<file path="src/hw/rtl/rac_pkg.sv">
// shared constants and types for the rolling adler checksum block
package rac_pkg;

  localparam int MAX_WINDOW_DEF = 4096;
  localparam int WLEN_W         = 13;
  localparam int CFG_IDX_W      = 8;
  localparam int CFG_DATA_W     = 13;
  localparam int SUM_W          = 32;

  localparam logic [SUM_W-1:0]  PRIME      = 32'hFFFF_FFFB;
  localparam logic [WLEN_W-1:0] WLEN_RESET = 13'd4096;

  typedef enum logic [CFG_IDX_W-1:0] {
    CFG_WINDOW_LENGTH = 8'd0,
    CFG_ROLLING_MODE  = 8'd1
  } cfg_reg_t;

  // per-item control decided when the byte is taken
  typedef struct packed {
    logic restart;
    logic roll;
    logic full;
  } rac_ctl_t;

endpackage

</file>
<file path="src/hw/rtl/rac_sum.sv">
// modular update of the two running sums, one byte per advance
module rac_sum import rac_pkg::*; #(
  parameter int NW = WLEN_W
) (
  input  logic             clk,
  input  logic             rst,
  input  logic             advance,
  input  rac_ctl_t         ctl,
  input  logic [7:0]       data_byte,
  input  logic [7:0]       old_byte,
  input  logic [NW-1:0]    win_n,
  output logic [SUM_W-1:0] sum_a,
  output logic [SUM_W-1:0] sum_b
);

  localparam int         XW  = SUM_W + 3;
  localparam logic [XW-1:0] P1 = XW'(PRIME);
  localparam logic [XW-1:0] P2 = XW'(PRIME) << 1;

  // bring a value below 3p back into 0..p-1
  function automatic logic [SUM_W-1:0] fold(input logic [XW-1:0] v);
    logic [XW-1:0] r;
    if (v >= P2) begin
      r = v - P2;
    end else if (v >= P1) begin
      r = v - P1;
    end else begin
      r = v;
    end
    return r[SUM_W-1:0];
  endfunction

  logic [SUM_W-1:0] acc_a;
  logic [SUM_W-1:0] acc_b;

  logic [SUM_W-1:0] a_base;
  logic [SUM_W-1:0] b_base;
  logic [7:0]       old_eff;
  logic [NW+7:0]    prod;
  logic [XW-1:0]    sub;
  logic [XW-1:0]    a_t;
  logic [XW-1:0]    b_t;

  always_comb begin
    a_base  = ctl.restart ? SUM_W'(1) : acc_a;
    b_base  = ctl.restart ? '0 : acc_b;
    old_eff = ctl.roll ? old_byte : 8'd0;
    prod    = (NW+8)'(win_n) * (NW+8)'(old_eff);
    sub     = ctl.roll ? XW'(prod) + XW'(1) : '0;
    a_t     = XW'(a_base) + XW'(data_byte) + P1 - XW'(old_eff);
    sum_a   = fold(a_t);
    b_t     = XW'(b_base) + XW'(sum_a) + P1 - sub;
    sum_b   = fold(b_t);
  end

  always_ff @(posedge clk) begin
    if (rst) begin
      acc_a <= SUM_W'(1);
      acc_b <= '0;
    end else if (advance) begin
      acc_a <= sum_a;
      acc_b <= sum_b;
    end
  end

endmodule

</file>
<file path="config.mk">
export PLATFORM = sky130hd
export DESIGN_NAME = rac_sum
export DESIGN_NICKNAME = d
export VERILOG_FILES = /design/src/hw/rtl/rac_pkg.sv /design/src/hw/rtl/rac_sum.sv
export SDC_FILE = /design/constraint.sdc
export NUM_CORES = 1
export LEC_CHECK = 0
export BUFFER_PORTS_ARGS = -buffer_cell sky130_fd_sc_hd__clkbuf_2
export CORE_ASPECT_RATIO = 1.75
export CORE_UTILIZATION = 64
export CTS_CLUSTER_DIAMETER = 30
export DETAILED_ROUTE_END_ITERATION = 8
export PLACE_DENSITY = 0.88
export SLEW_MARGIN = 15
export SYNTH_ARGS = -nofsm -noshare
export SYNTH_HDL_FRONTEND = slang
export SYNTH_SLANG_ARGS = --single-unit
</file>
<file path="constraint.sdc">
create_clock -name clk -period 15 [get_ports clk]
set_input_delay 0.75 -clock clk [delete_from_list [all_inputs] [get_ports clk]]
set_output_delay 0.75 -clock clk [all_outputs]
set_load 0.03 [all_outputs]
</file>
==> flow_summary.json, run 1 <==
{
  "run_status": "finished clean",
  "synth_ff_type": "dfxtp_1",
  "design.final.nets": 2207,
  "final_layout_size_suffix_gt1_share_pct": 11.07,
  "layout.cells.non_filler": 2216,
  "clk_transition_reported_paths_ns": 0.06,
  "number_of_pins_with_negative_max_slew_slack_in_the_final_report": 0,
  "kind_of_critical_path": "input port to output pin",
  "port_buffers": 97,
  "synth_area_leader_cell": "fa_1",
  "overall_die_height_microns": 199.5,
  "top_cells_by_area_synth": "fa_1 (14%), ha_1 (14%), dfxtp_1 (9.0%), inv_1 (6.6%), xnor2_1 (4.4%)",
  "arrival_time_of_the_worst_setup_path_ns": 13.13,
  "grt_use_total_pct": 39.71,
  "hold_class": "register to register",
  "totalNegativeSetupSlack_ns": 0,
  "unrepaired_setup_endpoints_after_global_routing": "no",
  "grt-ovfl-total": 0,
  "hold_slack_ns": 0.4829,
  "total_via_count_after_detailed_routing": 14220,
  "area_growth_pct": 6.099,
  "drv_cap": 0,
  "routedWlPerCell_microns": 19.57,
  "ctsHtreeMaxLevel": 3,
  "cts-hold-fix-buffers": 0,
  "cts_tree": "built",
  "postPlaceCellArea_sq_mm": 0.01482,
  "drt_drc_violations_left": 0,
  "antenna_found_initial": 0,
  "maxSlewHeadroom_pct": 25.33,
  "critPathRequiredTime_ns": 14.25,
  "grt_pass1_vias": 14520,
  "setup.worst_path.end_class": "output pin",
  "clock_sink_count": 64,
  "post-cts-setup-buffers": 0,
  "dr.first_iter.drc_count": 1119,
  "crit_top_cell": "fa_1",
  "setup.worst_path.start": "old_byte[1]",
  "stage_delay_of_the_slowest_cell_on_the_critical_path_ns": 0.66,
  "ctsLongestPathBuffers": 2,
  "synthDistinctLibCells": 96,
  "dieArea_sq_mm": 0.02290,
  "synth_top_area_share_pct": 13.90,
  "synthMostInstantiatedCell": "inv_1",
  "synth-warning-count": 0,
  "setup.worst_path.start_class": "input port",
  "synth-edff-count": 0,
  "design_area_sq_mm": 0.01513,
  "post_drt_via_cell_ratio": 6.417,
  "numCtsBuffers": 9,
  "cp_max_fo": 13,
  "synth.net_count": 2165,
  "synth.cell_area_sq_mm": 0.01426,
  "die_w_microns": 114.8,
  "grt_max_degree": 85,
  "achievable-frequency_mhz": 72.03,
  "grt_first_pass_wirelength_mm": 71.08,
  "worstMarginPinSlew_ns": 1.116,
  "critical-path-slowest-cell": "mux2i_1",
  "ctsResizeCount": 0,
  "clkLatencyLatePin_ns": 0.36,
  "syn-mean-instance-area_sq_um": 7.597,
  "routed_wirelength_mm": 43.37,
  "synth.cells.most_frequent": "inv_1 (249), nand2_1 (161), ha_1 (154), nor2_1 (147), fa_1 (99)",
  "placementRows": 71,
  "antenna_violating_nets_post_route": 0,
  "gp_congestion": 1.050,
  "reg2reg_setup_slack_ns": 2.98,
  "r2r-start": "acc_a[1]",
  "setup_viol": 0,
  "placed_cells_incl_taps": 2200,
  "ffs_latches_synth": 64,
  "yosysSeqAreaShare_pct": 8.986,
  "finalClockSkew_ns": 0.01013,
  "timing_hold_violations_final": 0,
  "design.portCount": 99,
  "count_of_inserted_antenna_diode_cells": 0,
  "drt_pre_antenna_iters": 6,
  "finalWorstPathRequiredPeriod_ns": 13.88,
  "initial_utilization_pct": 65.78,
  "post_synth_inst_count": 1877,
  "fp.coreArea_sq_mm": 0.02168,
  "filler_cell_count": 1777,
  "period_share_pct": 92.55,
  "clk_root_buffer_cell": "clkbuf_16",
  "synthArstFlopShare_pct": 0,
  "hold_path_startpoint": "acc_a[23]",
  "dp_hpwl_mm": 34.32
}
[layout by cell type (no fill, tap or decap), types with 64 or more instances in the layout]
cell type	instances
nand2_1	161
fa_1	99
dfxtp_1	64
and3_1	67
ha_1	154
inv_1	249
nor2_1	147
xnor2_1	71
a21oi_1	92
clkbuf_2	97
[metal layers]
metal,share of wire [%],GRT usage (%),up-vias
li1,-,-,6544
met1,35,41.92,6697
met2,49,69.34,719
met3,6.8,6.976,260
met4,8.7,30.88,0
met5,0,0,-
[flip-flops by register name (all words and copies together), names as in the netlist]
name / cells
acc_b: 32
acc_a: 32
[per-stage QoR]
stage / util (%) / setup WS (ns)
after floorplan: - / 3.408
after global placement: 68.37 / 1.531
after detailed placement: 68.37 / 1.365
after CTS: 69.79 / 1.306
after global routing: 69.79 / 0.4987
final: 69.79 / 1.117
[cell families (layout without fill, tap and decap cells)]
kind of cell               after synthesis  count (layout)  share of synthesized area (%)
muxes                                   17              17                          1.237
adders and majority gates              253             253                          27.41
and+or+nand+nor                        703             703                          26.14
DFF                                     64              64                          8.986
buffers and inverters                  338             385                          9.793
xor gates and xnor gates                95              95                          5.835
AOI/OAI and AO/OA                      407             407                          20.60
[final timing paths]
check                    to  cells past startpoint
setup reg to reg   acc_b[7]                     37
hold / removal    acc_a[23]                      2
setup / recovery  sum_b[13]                     38
hold reg to reg   acc_a[23]                      2
[area by class of cell]
class	instances	area (sq um)	area share (%)
clock buffer	12	256.5	1.695
clock inverter	4	51.30	0.3391
inverter	249	934.6	6.178
multi-input combinational	1475	11580	76.55
sequential	64	1281	8.469
tap	292	365.4	2.415
timing repair buffer	120	658.1	4.350
[worst max-delay path, delay by kind of cell]
family	cells	cell delay, ns
buf+inv	6	0.98
compound gates	10	3.47
simple gates	12	3.59
fa+ha+maj	7	3.03
mux	1	0.66
xor+xnor	2	0.61
Power of run 1 is left out: the tool's default activity adds up to more than one toggle a clock period on the data nets, which glitch-free logic cannot reach.
==> run 2: changes to the inputs <==
--- a/config.mk
+++ b/config.mk
@@ -5,12 +5,12 @@
 export SDC_FILE = /design/constraint.sdc
 export NUM_CORES = 1
 export LEC_CHECK = 0
-export BUFFER_PORTS_ARGS = -buffer_cell sky130_fd_sc_hd__clkbuf_2
 export CORE_ASPECT_RATIO = 1.75
-export CORE_UTILIZATION = 64
+export CORE_UTILIZATION = 65
 export CTS_CLUSTER_DIAMETER = 30
 export DETAILED_ROUTE_END_ITERATION = 8
-export PLACE_DENSITY = 0.88
+export DONT_BUFFER_PORTS = 1
+export PLACE_DENSITY = 0.85
 export SLEW_MARGIN = 15
 export SYNTH_ARGS = -nofsm -noshare
 export SYNTH_HDL_FRONTEND = slang
==> run 2 against run 1 <==
  * Non-clock buffer count shrank 106
  * Flip-flop and latch count unchanged
  * Final cell count is 4.8% lower
  * Routed wire length is 4.0% lower
  * Critical path depth is 3 lower
  * Fmax is 1.8% lower
  * Register-to-register slack got worse by 0.62 ns
  * Via count is 5.2% lower
  * Critical endpoint unchanged
  * Largest cell class unchanged
  * Highest routed layer unchanged
==> flow_summary.json, run 2 (synthesized netlist as in run 1, its figures left out) <==
{
  "design.portCount": 99,
  "critPathRequiredTime_ns": 14.25,
  "arrival_time_of_the_worst_setup_path_ns": 13.39,
  "filler_cell_count": 1844,
  "die_w_microns": 114.0,
  "clock_sink_count": 64,
  "final_cell_mix": "inv_1 (249), nand2_1 (161), ha_1 (154), nor2_1 (147), fa_1 (99)",
  "initial_utilization_pct": 66.33,
  "grt_pass1_vias": 13540,
  "run_status": "finished clean",
  "finalWorstPathRequiredPeriod_ns": 14.14,
  "drt_pre_antenna_iters": 6,
  "final_layout_size_suffix_gt1_share_pct": 5.941,
  "antenna_found_initial": 0,
  "clk_root_buffer_cell": "clkbuf_16",
  "post-cts-setup-buffers": 0,
  "post_drt_via_cell_ratio": 6.387,
  "totalNegativeSetupSlack_ns": 0,
  "reg_top3": "acc_a (32), acc_b (32)",
  "maxSlewHeadroom_pct": 29.14,
  "unrepaired_setup_endpoints_after_global_routing": "no",
  "grt_first_pass_wirelength_mm": 66.23,
  "post-route-worst-setup-slack_ns": 0.8624,
  "port_buffers": 0,
  "cts_tree": "built",
  "dr.first_iter.drc_count": 850,
  "antenna_violating_nets_post_route": 0,
  "clk_transition_reported_paths_ns": 0.06,
  "ctsLongestPathBuffers": 2,
  "placementRows": 71,
  "finalClockSkew_ns": 0.01084,
  "dp_hpwl_mm": 33.57,
  "cp_max_fo": 78,
  "ctsResizeCount": 0,
  "kind_of_critical_path": "input port to output pin",
  "critical-path-slowest-cell": "nor4bb_4",
  "setup.worst_path.start_class": "input port",
  "hold_class": "input port to register",
  "cts-hold-fix-buffers": 0,
  "overall_die_height_microns": 197.9,
  "count_of_inserted_antenna_diode_cells": 0,
  "crit_top_cell": "fa_1",
  "clkLatencyLatePin_ns": 0.35,
  "area_growth_pct": 2.457,
  "stage_delay_of_the_slowest_cell_on_the_critical_path_ns": 0.79,
  "reg2reg_setup_slack_ns": 2.36,
  "worstMarginPinSlew_ns": 1.054,
  "grt_use_total_pct": 37.32,
  "layout.cells.most_common": "inv_1",
  "achievable-frequency_mhz": 70.73,
  "setup.worst_path.end_class": "output pin",
  "dieArea_sq_mm": 0.02256,
  "timing_hold_violations_final": 0,
  "drv_cap": 0,
  "numCtsBuffers": 9,
  "placement.setup.worst_slack_ns": 1.170,
  "routedWlPerCell_microns": 19.74,
  "fp.coreArea_sq_mm": 0.02150,
  "number_of_pins_with_negative_max_slew_slack_in_the_final_report": 0,
  "grt_max_degree": 85,
  "setup_viol": 0,
  "total_via_count_after_detailed_routing": 13480,
  "gp_congestion": 0.9435,
  "drt_drc_violations_left": 0,
  "routed_wirelength_mm": 41.66,
  "grt-ovfl-total": 0,
  "hold_slack_ns": 0.4662,
  "period_share_pct": 94.25,
  "ctsHtreeMaxLevel": 3,
  "design.final.nets": 2101
}
==> run 2: cell count changes in the layout (fill, tap and decap cells not counted), sizes merged <==
cell and delta:
inv -1, bufinv +1, clkinvlp +1, clkinv -1, buf -9, clkbuf -97
==> run 2: critical path: cells and delay by family <==
family,cells,cell delay (ns)
adder cells (fa/ha/maj),7,3.05
AND/OR/NAND/NOR,14,4.17
buffers and inverters,2,0.19
XOR/XNOR,3,1.37
multiplexers,1,0.73
AO/OA/AOI/OAI,8,3.06
==> run 2: metrics by stage <==
step	cell area [sq um]	util (%)	std cells
final	14610	67.95	2110
after global routing	14610	67.95	2110
after CTS	14610	67.95	2110
after detailed placement	14270	66.37	2094
after global placement	14270	66.37	2094
after floorplan	14260	-	1877
==> run 2: layout make-up <==
type	instances	area [sq um]	share of cell area, %
Clock buffer	12	266.5	1.824
Clock inverter	4	75.07	0.5139
Inverter	249	934.6	6.398
Multi-Input combinational cell	1475	11580	79.27
Sequential cell	64	1281	8.770
Tap cell	292	365.4	2.501
Timing Repair Buffer	14	105.1	0.7194
==> run 2: path summary, 6_finish.rpt <==
| kind | from | endpoint | cells past startpoint |
|---|---|---|---|
| max | ctl[1] | sum_b[13] | 35 |
| min | rst | acc_b[0] | 1 |
| max reg2reg | acc_a[1] | acc_b[19] | 34 |
| min reg2reg | acc_b[1] | acc_b[1] | 2 |
==> run 2: metal layers <==
metal	up-vias	part of all wire (%)	routed length [microns]	track usage [%]
li1	6344	-	-	-
met1	6401	36	15050	39.45
met2	564	51	21150	68.42
met3	168	6.1	2556	4.928
met4	0	7.0	2900	24.05
met5	-	0	0	0
Power of run 2 is left out for the same reason.
